### src/sv/slpd_pkg.sv
// Shared types and constants for the sync/length packet deframer.
package slpd_pkg;

    localparam int unsigned BYTE_W        = 8;
    localparam int unsigned LEN_W         = 16;
    localparam int unsigned CFG_IDX_W     = 2;
    localparam int unsigned HEADER_LENGTH = 8;

    // Header byte positions, expressed as the remaining-byte count seen on that byte.
    localparam logic [LEN_W-1:0] HDR_REM_START = LEN_W'(HEADER_LENGTH);
    localparam logic [LEN_W-1:0] HDR_REM_SYNC1 = LEN_W'(HEADER_LENGTH - 1);
    localparam logic [LEN_W-1:0] HDR_REM_SYNC2 = LEN_W'(HEADER_LENGTH - 2);
    localparam logic [LEN_W-1:0] HDR_REM_TYPE  = LEN_W'(HEADER_LENGTH - 2);
    localparam logic [LEN_W-1:0] HDR_REM_LEN_L = LEN_W'(HEADER_LENGTH - 4);
    localparam logic [LEN_W-1:0] HDR_REM_LEN_H = LEN_W'(HEADER_LENGTH - 5);

    // Configuration register indexes.
    localparam logic [CFG_IDX_W-1:0] CFG_SYNC_FIRST    = 2'd0;
    localparam logic [CFG_IDX_W-1:0] CFG_SYNC_SECOND   = 2'd1;
    localparam logic [CFG_IDX_W-1:0] CFG_ACCEPTED_TYPE = 2'd2;

    typedef enum logic [3:0] {
        PH_HUNT    = 4'b0001,
        PH_SYNC2   = 4'b0010,
        PH_HEADER  = 4'b0100,
        PH_PAYLOAD = 4'b1000
    } phase_t;

    typedef struct packed {
        logic [BYTE_W-1:0] sync_first;
        logic [BYTE_W-1:0] sync_second;
        logic [BYTE_W-1:0] accepted_type;
    } cfg_t;

    typedef struct packed {
        logic              valid;
        logic [BYTE_W-1:0] data;
        logic              last;
    } result_t;

endpackage

### src/sv/slpd_in_stage.sv
// Input register stage: holds one received byte until the parser consumes it.
module slpd_in_stage
(
    input  logic                        clk,
    input  logic                        rst_n,
    input  logic                        in_valid,
    output logic                        in_ready,
    input  logic [slpd_pkg::BYTE_W-1:0] data_byte,
    input  logic                        consume,
    output logic                        held_valid,
    output logic [slpd_pkg::BYTE_W-1:0] held_data
);

    logic                        valid_reg;
    logic                        valid_next;
    logic [slpd_pkg::BYTE_W-1:0] data_reg;
    logic                        load;

    // The stage takes a new beat when it is empty or its byte leaves this cycle.
    assign in_ready = !valid_reg || consume;
    assign load     = in_valid && in_ready;

    always_comb
    begin
        valid_next = valid_reg;
        if (load)
        begin
            valid_next = 1'b1;
        end
        else if (consume)
        begin
            valid_next = 1'b0;
        end
    end

    always_ff @(posedge clk or negedge rst_n)
    begin
        if (!rst_n)
        begin
            valid_reg <= 1'b0;
        end
        else
        begin
            valid_reg <= valid_next;
        end
    end

    always_ff @(posedge clk)
    begin
        if (load)
        begin
            data_reg <= data_byte;
        end
    end

    assign held_valid = valid_reg;
    assign held_data  = data_reg;

endmodule

### src/sv/slpd_parser.sv
// Framing state machine: sync hunt, header capture and payload counting.
module slpd_parser
(
    input  logic                        clk,
    input  logic                        rst_n,
    input  logic                        step,
    input  logic [slpd_pkg::BYTE_W-1:0] data,
    input  slpd_pkg::cfg_t              cfg,
    output slpd_pkg::result_t           res
);

    slpd_pkg::phase_t             phase_reg;
    slpd_pkg::phase_t             phase_next;
    logic [slpd_pkg::LEN_W-1:0]   remaining_reg;
    logic [slpd_pkg::LEN_W-1:0]   remaining_next;
    logic [slpd_pkg::BYTE_W-1:0]  type_reg;
    logic [slpd_pkg::BYTE_W-1:0]  type_next;
    logic [slpd_pkg::BYTE_W-1:0]  len_lo_reg;
    logic [slpd_pkg::BYTE_W-1:0]  len_lo_next;
    logic [slpd_pkg::BYTE_W-1:0]  len_hi_reg;
    logic [slpd_pkg::BYTE_W-1:0]  len_hi_next;
    logic [slpd_pkg::LEN_W-1:0]   remaining_dec;
    logic [slpd_pkg::LEN_W-1:0]   pkt_len;

    assign remaining_dec = (remaining_reg != '0) ? (remaining_reg - 1'b1) : remaining_reg;
    assign pkt_len       = {len_hi_next, len_lo_next};

    always_comb
    begin
        phase_next     = phase_reg;
        remaining_next = remaining_reg;
        type_next      = type_reg;
        len_lo_next    = len_lo_reg;
        len_hi_next    = len_hi_reg;
        res            = '0;
        res.data       = data;

        case (phase_reg)
            slpd_pkg::PH_HUNT:
            begin
                if (data == cfg.sync_first)
                begin
                    phase_next     = slpd_pkg::PH_SYNC2;
                    remaining_next = slpd_pkg::HDR_REM_SYNC1;
                end
            end
            slpd_pkg::PH_SYNC2:
            begin
                if (data == cfg.sync_second)
                begin
                    phase_next     = slpd_pkg::PH_HEADER;
                    remaining_next = slpd_pkg::HDR_REM_SYNC2;
                end
                else if (data != cfg.sync_first)
                begin
                    phase_next     = slpd_pkg::PH_HUNT;
                    remaining_next = slpd_pkg::HDR_REM_START;
                end
            end
            slpd_pkg::PH_HEADER:
            begin
                if (remaining_reg == slpd_pkg::HDR_REM_TYPE)
                begin
                    type_next = data;
                end
                else if (remaining_reg == slpd_pkg::HDR_REM_LEN_L)
                begin
                    len_lo_next = data;
                end
                else if (remaining_reg == slpd_pkg::HDR_REM_LEN_H)
                begin
                    len_hi_next = data;
                end
                remaining_next = remaining_dec;
                // The length bytes just captured feed the payload count directly.
                if (remaining_dec == '0)
                begin
                    if (pkt_len == '0)
                    begin
                        phase_next     = slpd_pkg::PH_HUNT;
                        remaining_next = slpd_pkg::HDR_REM_START;
                    end
                    else
                    begin
                        phase_next     = slpd_pkg::PH_PAYLOAD;
                        remaining_next = pkt_len;
                    end
                end
            end
            slpd_pkg::PH_PAYLOAD:
            begin
                remaining_next = remaining_dec;
                res.last       = (remaining_dec == '0);
                res.valid      = (type_reg == cfg.accepted_type);
                if (remaining_dec == '0)
                begin
                    phase_next     = slpd_pkg::PH_HUNT;
                    remaining_next = slpd_pkg::HDR_REM_START;
                end
            end
            default:
            begin
                phase_next     = slpd_pkg::PH_HUNT;
                remaining_next = slpd_pkg::HDR_REM_START;
            end
        endcase
    end

    always_ff @(posedge clk or negedge rst_n)
    begin
        if (!rst_n)
        begin
            phase_reg     <= slpd_pkg::PH_HUNT;
            remaining_reg <= slpd_pkg::HDR_REM_START;
            type_reg      <= '0;
            len_lo_reg    <= '0;
            len_hi_reg    <= '0;
        end
        else if (step)
        begin
            phase_reg     <= phase_next;
            remaining_reg <= remaining_next;
            type_reg      <= type_next;
            len_lo_reg    <= len_lo_next;
            len_hi_reg    <= len_hi_next;
        end
    end

`ifndef SYNTHESIS
    a_result_only_in_payload: assert property (@(posedge clk) disable iff (!rst_n)
        res.valid |-> phase_reg == slpd_pkg::PH_PAYLOAD)
        else $error("result raised outside the payload phase");

    a_header_count_range: assert property (@(posedge clk) disable iff (!rst_n)
        phase_reg == slpd_pkg::PH_HEADER |->
            (remaining_reg != '0) && (remaining_reg <= slpd_pkg::HDR_REM_SYNC2))
        else $error("header byte count out of range");

    a_payload_count_nonzero: assert property (@(posedge clk) disable iff (!rst_n)
        phase_reg == slpd_pkg::PH_PAYLOAD |-> remaining_reg != '0)
        else $error("payload phase with zero bytes remaining");

    a_last_returns_to_hunt: assert property (@(posedge clk) disable iff (!rst_n)
        step && res.last |=>
            phase_reg == slpd_pkg::PH_HUNT && remaining_reg == slpd_pkg::HDR_REM_START)
        else $error("final payload byte did not return the parser to hunting");
`endif

endmodule

### src/sv/slpd_out_stage.sv
// Result register: holds one payload beat until the receiver takes it.
module slpd_out_stage
(
    input  logic                        clk,
    input  logic                        rst_n,
    input  logic                        load,
    input  slpd_pkg::result_t           res,
    output logic                        can_load,
    output logic                        out_valid,
    input  logic                        out_ready,
    output logic [slpd_pkg::BYTE_W-1:0] payload_byte,
    output logic                        last_of_packet
);

    logic                        valid_reg;
    logic                        valid_next;
    logic [slpd_pkg::BYTE_W-1:0] data_reg;
    logic                        last_reg;

    // The register may be refilled when it is empty or its beat leaves now.
    assign can_load = !valid_reg || out_ready;

    always_comb
    begin
        valid_next = valid_reg;
        if (load)
        begin
            valid_next = res.valid;
        end
        else if (out_ready)
        begin
            valid_next = 1'b0;
        end
    end

    always_ff @(posedge clk or negedge rst_n)
    begin
        if (!rst_n)
        begin
            valid_reg <= 1'b0;
        end
        else
        begin
            valid_reg <= valid_next;
        end
    end

    always_ff @(posedge clk)
    begin
        if (load && res.valid)
        begin
            data_reg <= res.data;
            last_reg <= res.last;
        end
    end

    assign out_valid      = valid_reg;
    assign payload_byte   = data_reg;
    assign last_of_packet = last_reg;

endmodule

### src/sv/sync_length_packet_deframer_core.sv
// Top level of the sync-word, length-prefixed packet deframer.
//
// The input channel (in_valid, in_ready, data_byte) carries one stream byte
// per beat. The block hunts for the two-byte sync word, collects the rest of
// the fixed-length header, reads the packet type from header byte 2 and the
// payload length, low byte first, from header bytes 4 and 5. Payload bytes of
// a packet whose type equals accepted_type leave on the output channel
// (out_valid, out_ready, payload_byte, last_of_packet), with last_of_packet
// set on the final byte; payload of other packets is consumed silently.
// A byte flows through an input register and then the framing logic into the
// result register, which holds a payload beat until the receiver takes it.
// One byte is accepted every cycle as long as the receiver keeps up.
// When the receiver stalls, the result register holds its beat and the input
// register still takes one more byte; after that in_ready drops until the
// result is taken. Reset clears both registers and the configuration, and
// puts the framer back to hunting for the first sync byte. Configuration is
// written through cfg_we, cfg_index and cfg_data; the user must write it only
// while the block is idle, which the block itself does not enforce.
// Unused indexes are ignored.
module sync_length_packet_deframer_core
(
    input  logic                           clk,
    input  logic                           rst_n,
    input  logic                           in_valid,
    output logic                           in_ready,
    input  logic [slpd_pkg::BYTE_W-1:0]    data_byte,
    output logic                           out_valid,
    input  logic                           out_ready,
    output logic [slpd_pkg::BYTE_W-1:0]    payload_byte,
    output logic                           last_of_packet,
    input  logic                           cfg_we,
    input  logic [slpd_pkg::CFG_IDX_W-1:0] cfg_index,
    input  logic [slpd_pkg::BYTE_W-1:0]    cfg_data
);

    slpd_pkg::cfg_t              cfg_reg;
    slpd_pkg::cfg_t              cfg_next;
    logic                        held_valid;
    logic [slpd_pkg::BYTE_W-1:0] held_data;
    logic                        can_load;
    logic                        consume;
    slpd_pkg::result_t           res;

    // Configuration registers, written in place.
    always_comb
    begin
        cfg_next = cfg_reg;
        if (cfg_we)
        begin
            case (cfg_index)
                slpd_pkg::CFG_SYNC_FIRST:    cfg_next.sync_first    = cfg_data;
                slpd_pkg::CFG_SYNC_SECOND:   cfg_next.sync_second   = cfg_data;
                slpd_pkg::CFG_ACCEPTED_TYPE: cfg_next.accepted_type = cfg_data;
                default:                     cfg_next               = cfg_reg;
            endcase
        end
    end

    always_ff @(posedge clk or negedge rst_n)
    begin
        if (!rst_n)
        begin
            cfg_reg <= '0;
        end
        else
        begin
            cfg_reg <= cfg_next;
        end
    end

    // A held byte is processed whenever the result register can take its outcome.
    assign consume = held_valid && can_load;

    slpd_in_stage u_in_stage
    (
        .clk        (clk),
        .rst_n      (rst_n),
        .in_valid   (in_valid),
        .in_ready   (in_ready),
        .data_byte  (data_byte),
        .consume    (consume),
        .held_valid (held_valid),
        .held_data  (held_data)
    );

    slpd_parser u_parser
    (
        .clk   (clk),
        .rst_n (rst_n),
        .step  (consume),
        .data  (held_data),
        .cfg   (cfg_reg),
        .res   (res)
    );

    slpd_out_stage u_out_stage
    (
        .clk            (clk),
        .rst_n          (rst_n),
        .load           (consume),
        .res            (res),
        .can_load       (can_load),
        .out_valid      (out_valid),
        .out_ready      (out_ready),
        .payload_byte   (payload_byte),
        .last_of_packet (last_of_packet)
    );

endmodule
### config.mk
export PLATFORM = sky130hd
export DESIGN_NAME = sync_length_packet_deframer_core
export DESIGN_NICKNAME = d
export VERILOG_FILES = /design/src/sv/slpd_pkg.sv /design/src/sv/slpd_in_stage.sv /design/src/sv/slpd_parser.sv /design/src/sv/slpd_out_stage.sv /design/src/sv/sync_length_packet_deframer_core.sv
export SDC_FILE = /design/constraint.sdc
export NUM_CORES = 1
export LEC_CHECK = 0
export ABC_AREA = 1
export BUFFER_PORTS_ARGS = -buffer_cell sky130_fd_sc_hd__buf_2
export CORE_UTILIZATION = 60
export DETAILED_ROUTE_END_ITERATION = 16
export PLACE_DENSITY = 0.77
export REMOVE_ABC_BUFFERS = 1
export SLEW_MARGIN = 5
export SYNTH_ARGS = -nofsm -noshare
export SYNTH_HDL_FRONTEND = slang
export SYNTH_SLANG_ARGS = --single-unit
### constraint.sdc
create_clock -name clk -period 3.6 [get_ports clk]
set_input_delay 0.36 -clock clk [delete_from_list [all_inputs] [get_ports clk]]
set_output_delay 0.36 -clock clk [all_outputs]
set_load 0.01 [all_outputs]
==> results.ini <==
[yosys]
synthTopCellsByCount=220 x nand2_1, 68 x dfrtp_1, 61 x nand3_1
syn_inst=653
syn_area_um2=4970
post_synth_num_cell_types=39
async_flop_share=0.805
yosysSeqAreaShare=0.455
synth_warnings=0
synth_top_cell_by_area=dfrtp_1
synth-main-ff-cell=dfrtp_1
synth_seq_cells=87
synth_edf_count=17
synth_area_per_cell_um2=7.61
yosys-top-cells-area=dfrtp_1 34%, nand2_1 17%, edfxtp_1 10%, nand3_1 6.1%, o21ai_0 4.8%
synth_top_area_share=0.342
yosysMostFrequentCell=nand2_1

[routing]
dr.pass1.iters=5
avgViaCountPerCell=5.83
drtIter0Drc=559
wl_per_cell_um=15.6
via_count=4649
drc=0
ant_nets=0
routed_wl_um=12400

[timing]
relSlewSlack=0.498
worst_slew_pin_slew_ns=0.750
setup_tns_ns=0
period_share=0.766
skew_ns=0.0168
max_freq_mhz=363
finalSetupViolCount=0
slew_viol_final=0
period_needed_ns=2.76
rsz0062_at_grt=no
hold_viol_final=0

[grt]
grtUsageMet1=0.463
grt_first_pass_wirelength_um=21200
grt_use_met3=0.0431
grt_usage=0.317
grt_overflow_total=0
grt_max_degree=53
grtUsageMet2=0.488
busiest_layer=met2
grt_pass1_vias=4327
antenna_found_initial=0

[setup_path]
cpPeakStageDelay_ns=0.43
crit_family=simple AND/OR/NAND/NOR gates
worstPathRequired_ns=3.85
crit_fanout=8
crit_arrival_ns=3.00
crit_chain=inv_1, ha_1, nand2_1, nor2_1, nand2_1, nand3_1, nand2_1, nor2_1, nand3_2, nand2_1, o21ai_0, nand2_1, nand2_1
crit_buf_inv=1
crit_path_top_delay_cell=dfrtp_1
crit_top_cell=nand2_1
worstSetupPathType=register to register
cp-end-kind=register
crit_path_start_kind=register

[floorplan]
dieArea_um2=8660
start_util=0.630
die_x_um=93.0
rows=32
fp.dieH_um=93.0
top_level_ports=34
design.core.area_um2=7890

[flow_run]
max_cap_violations=0

[place]
gp_congestion=0.914
place_area_um2=5240
io_buffers=33
dp_hpwl_um=9300
dp.cells=780

[cells_and_area]
post-route-util=0.689
stdcell_area_um2=5430
largest_register_ff_count=24
fin_nets=717
diodes=0
area_growth_pct=9.29
final_cell_count_no_fill=797
drive_gt1_frac=0.132

[cts]
cts_setup_buffers=0
ctsLongestPathBuffers=2
ctsResizeCount=0
cts_hold_buf=1
clk_latency_ns=0.37
h-tree-depth=3
cts_tree=built
path_clk_slew_ns=0.10
cts_buffers=9
root_buffer=clkbuf_8
clock-sinks=87

[pwr]
power_density_nw_per_um2=620
p_sw_frac=0.456
internal_power_mw=1.83
irDropWorstVdd_v=0.000350
leakagePower_nw=2.69
pwr-share-comb=0.434
switching_power_mw=1.54
total_power_mw=3.37
power_frac_seq=0.369
p_clk_frac=0.197

[run_status]
run_status=completed

[hold_path]
hp-class=input port to register

## final cells by class
cell class                 count  area [um^2]
fill                         645         2450
multi-input combinational    492         2420
sequential                    87         2260
inverter                      62          233
timing repair buffer          38          205
tap                          102          128
clock buffer                   9          124
clock inverter                 7         62.6
## power by group through the flow
stage	logic, mW	registers, mW	clock network, mW
floorplan	1.11	1.23	0
global placement	1.39	1.25	0
detailed placement	1.42	1.26	0
CTS	1.43	1.24	0.669
global route	1.64	1.26	0.710
finish	1.46	1.24	0.665
## per-layer routing
metal	part of all wire	vias up	wire, um
met3	0.089	29	1100
li1	-	2194	-
met2	0.46	239	5680
met1	0.43	2187	5390
met4	0.023	0	283
met5	0	-	0
## final timing paths
kind | from | end | slack, ns | cells past startpoint
setup / recovery | u_parser.remaining_reg[0]$_DFFE_PN0P_ | u_parser.remaining_reg[4]$_DFFE_PN0P_ | 0.84 | 13
hold / removal | data_byte[7] | u_in_stage.held_data[7]$_DFFE_PP_ | 0.16 | 1
setup reg to reg | u_parser.remaining_reg[0]$_DFFE_PN0P_ | u_parser.remaining_reg[4]$_DFFE_PN0P_ | 0.84 | 13
hold reg to reg | u_parser.phase_reg[0]$_DFFE_PN1P_ | u_parser.phase_reg[0]$_DFFE_PN1P_ | 0.49 | 2
max in group asynchronous | rst_n | u_parser.remaining_reg[5]$_DFFE_PN0P_ | 2.11 | 3
min in group asynchronous | rst_n | u_out_stage.out_valid$_DFFE_PN0P_ | 0.45 | 2
## cells by family (layout without fill, tap and decap cells)
logic type	Yosys count	count (layout)	synth area share
xor+xnor	20	20	0.0352
simple gates	392	392	0.351
buf+inv	74	116	0.0596
mux	4	4	0.00906
compound gates	72	72	0.0800
fa+ha+maj	4	4	0.0101
flops	87	87	0.455
## cells in the final DEF (no fill, tap or decap), drive strengths merged, types with 3 or more instances in the layout
cell type    n
nor2        74
o21ai       54
or2          4
edfxtp      17
ha           4
dfrtp       68
nand3       66
nand2      225
xnor2       13
clkinvlp     3
mux2         4
a31oi        6
xor2         7
nand4       15
clkbuf       9
a21oi        9
buf         37
inv         65
nor3         5
## stage by stage
stage / hold WS (ns) / setup WS, ns
6_report: 0.157 / 0.844
5_1_grt: 0.146 / 0.544
4_1_cts: 0.152 / 0.902
2_1_floorplan: 0.0644 / 0.891
3_5_place_dp: 0.333 / 0.919
3_3_place_gp: 0.331 / 0.934
## worst reg2reg max path: stages, from the launching register on
cell and delay [ns]:
dfrtp_1 0.43, inv_1 0.22, ha_1 0.29, nand2_1 0.19
nor2_1 0.28, nand2_1 0.08, nand3_1 0.15, nand2_1 0.10
nor2_1 0.15, nand3_2 0.22, nand2_1 0.26, o21ai_0 0.12
nand2_1 0.09, nand2_1 0.06
Note: power is estimated with default switching activity, not from simulation.
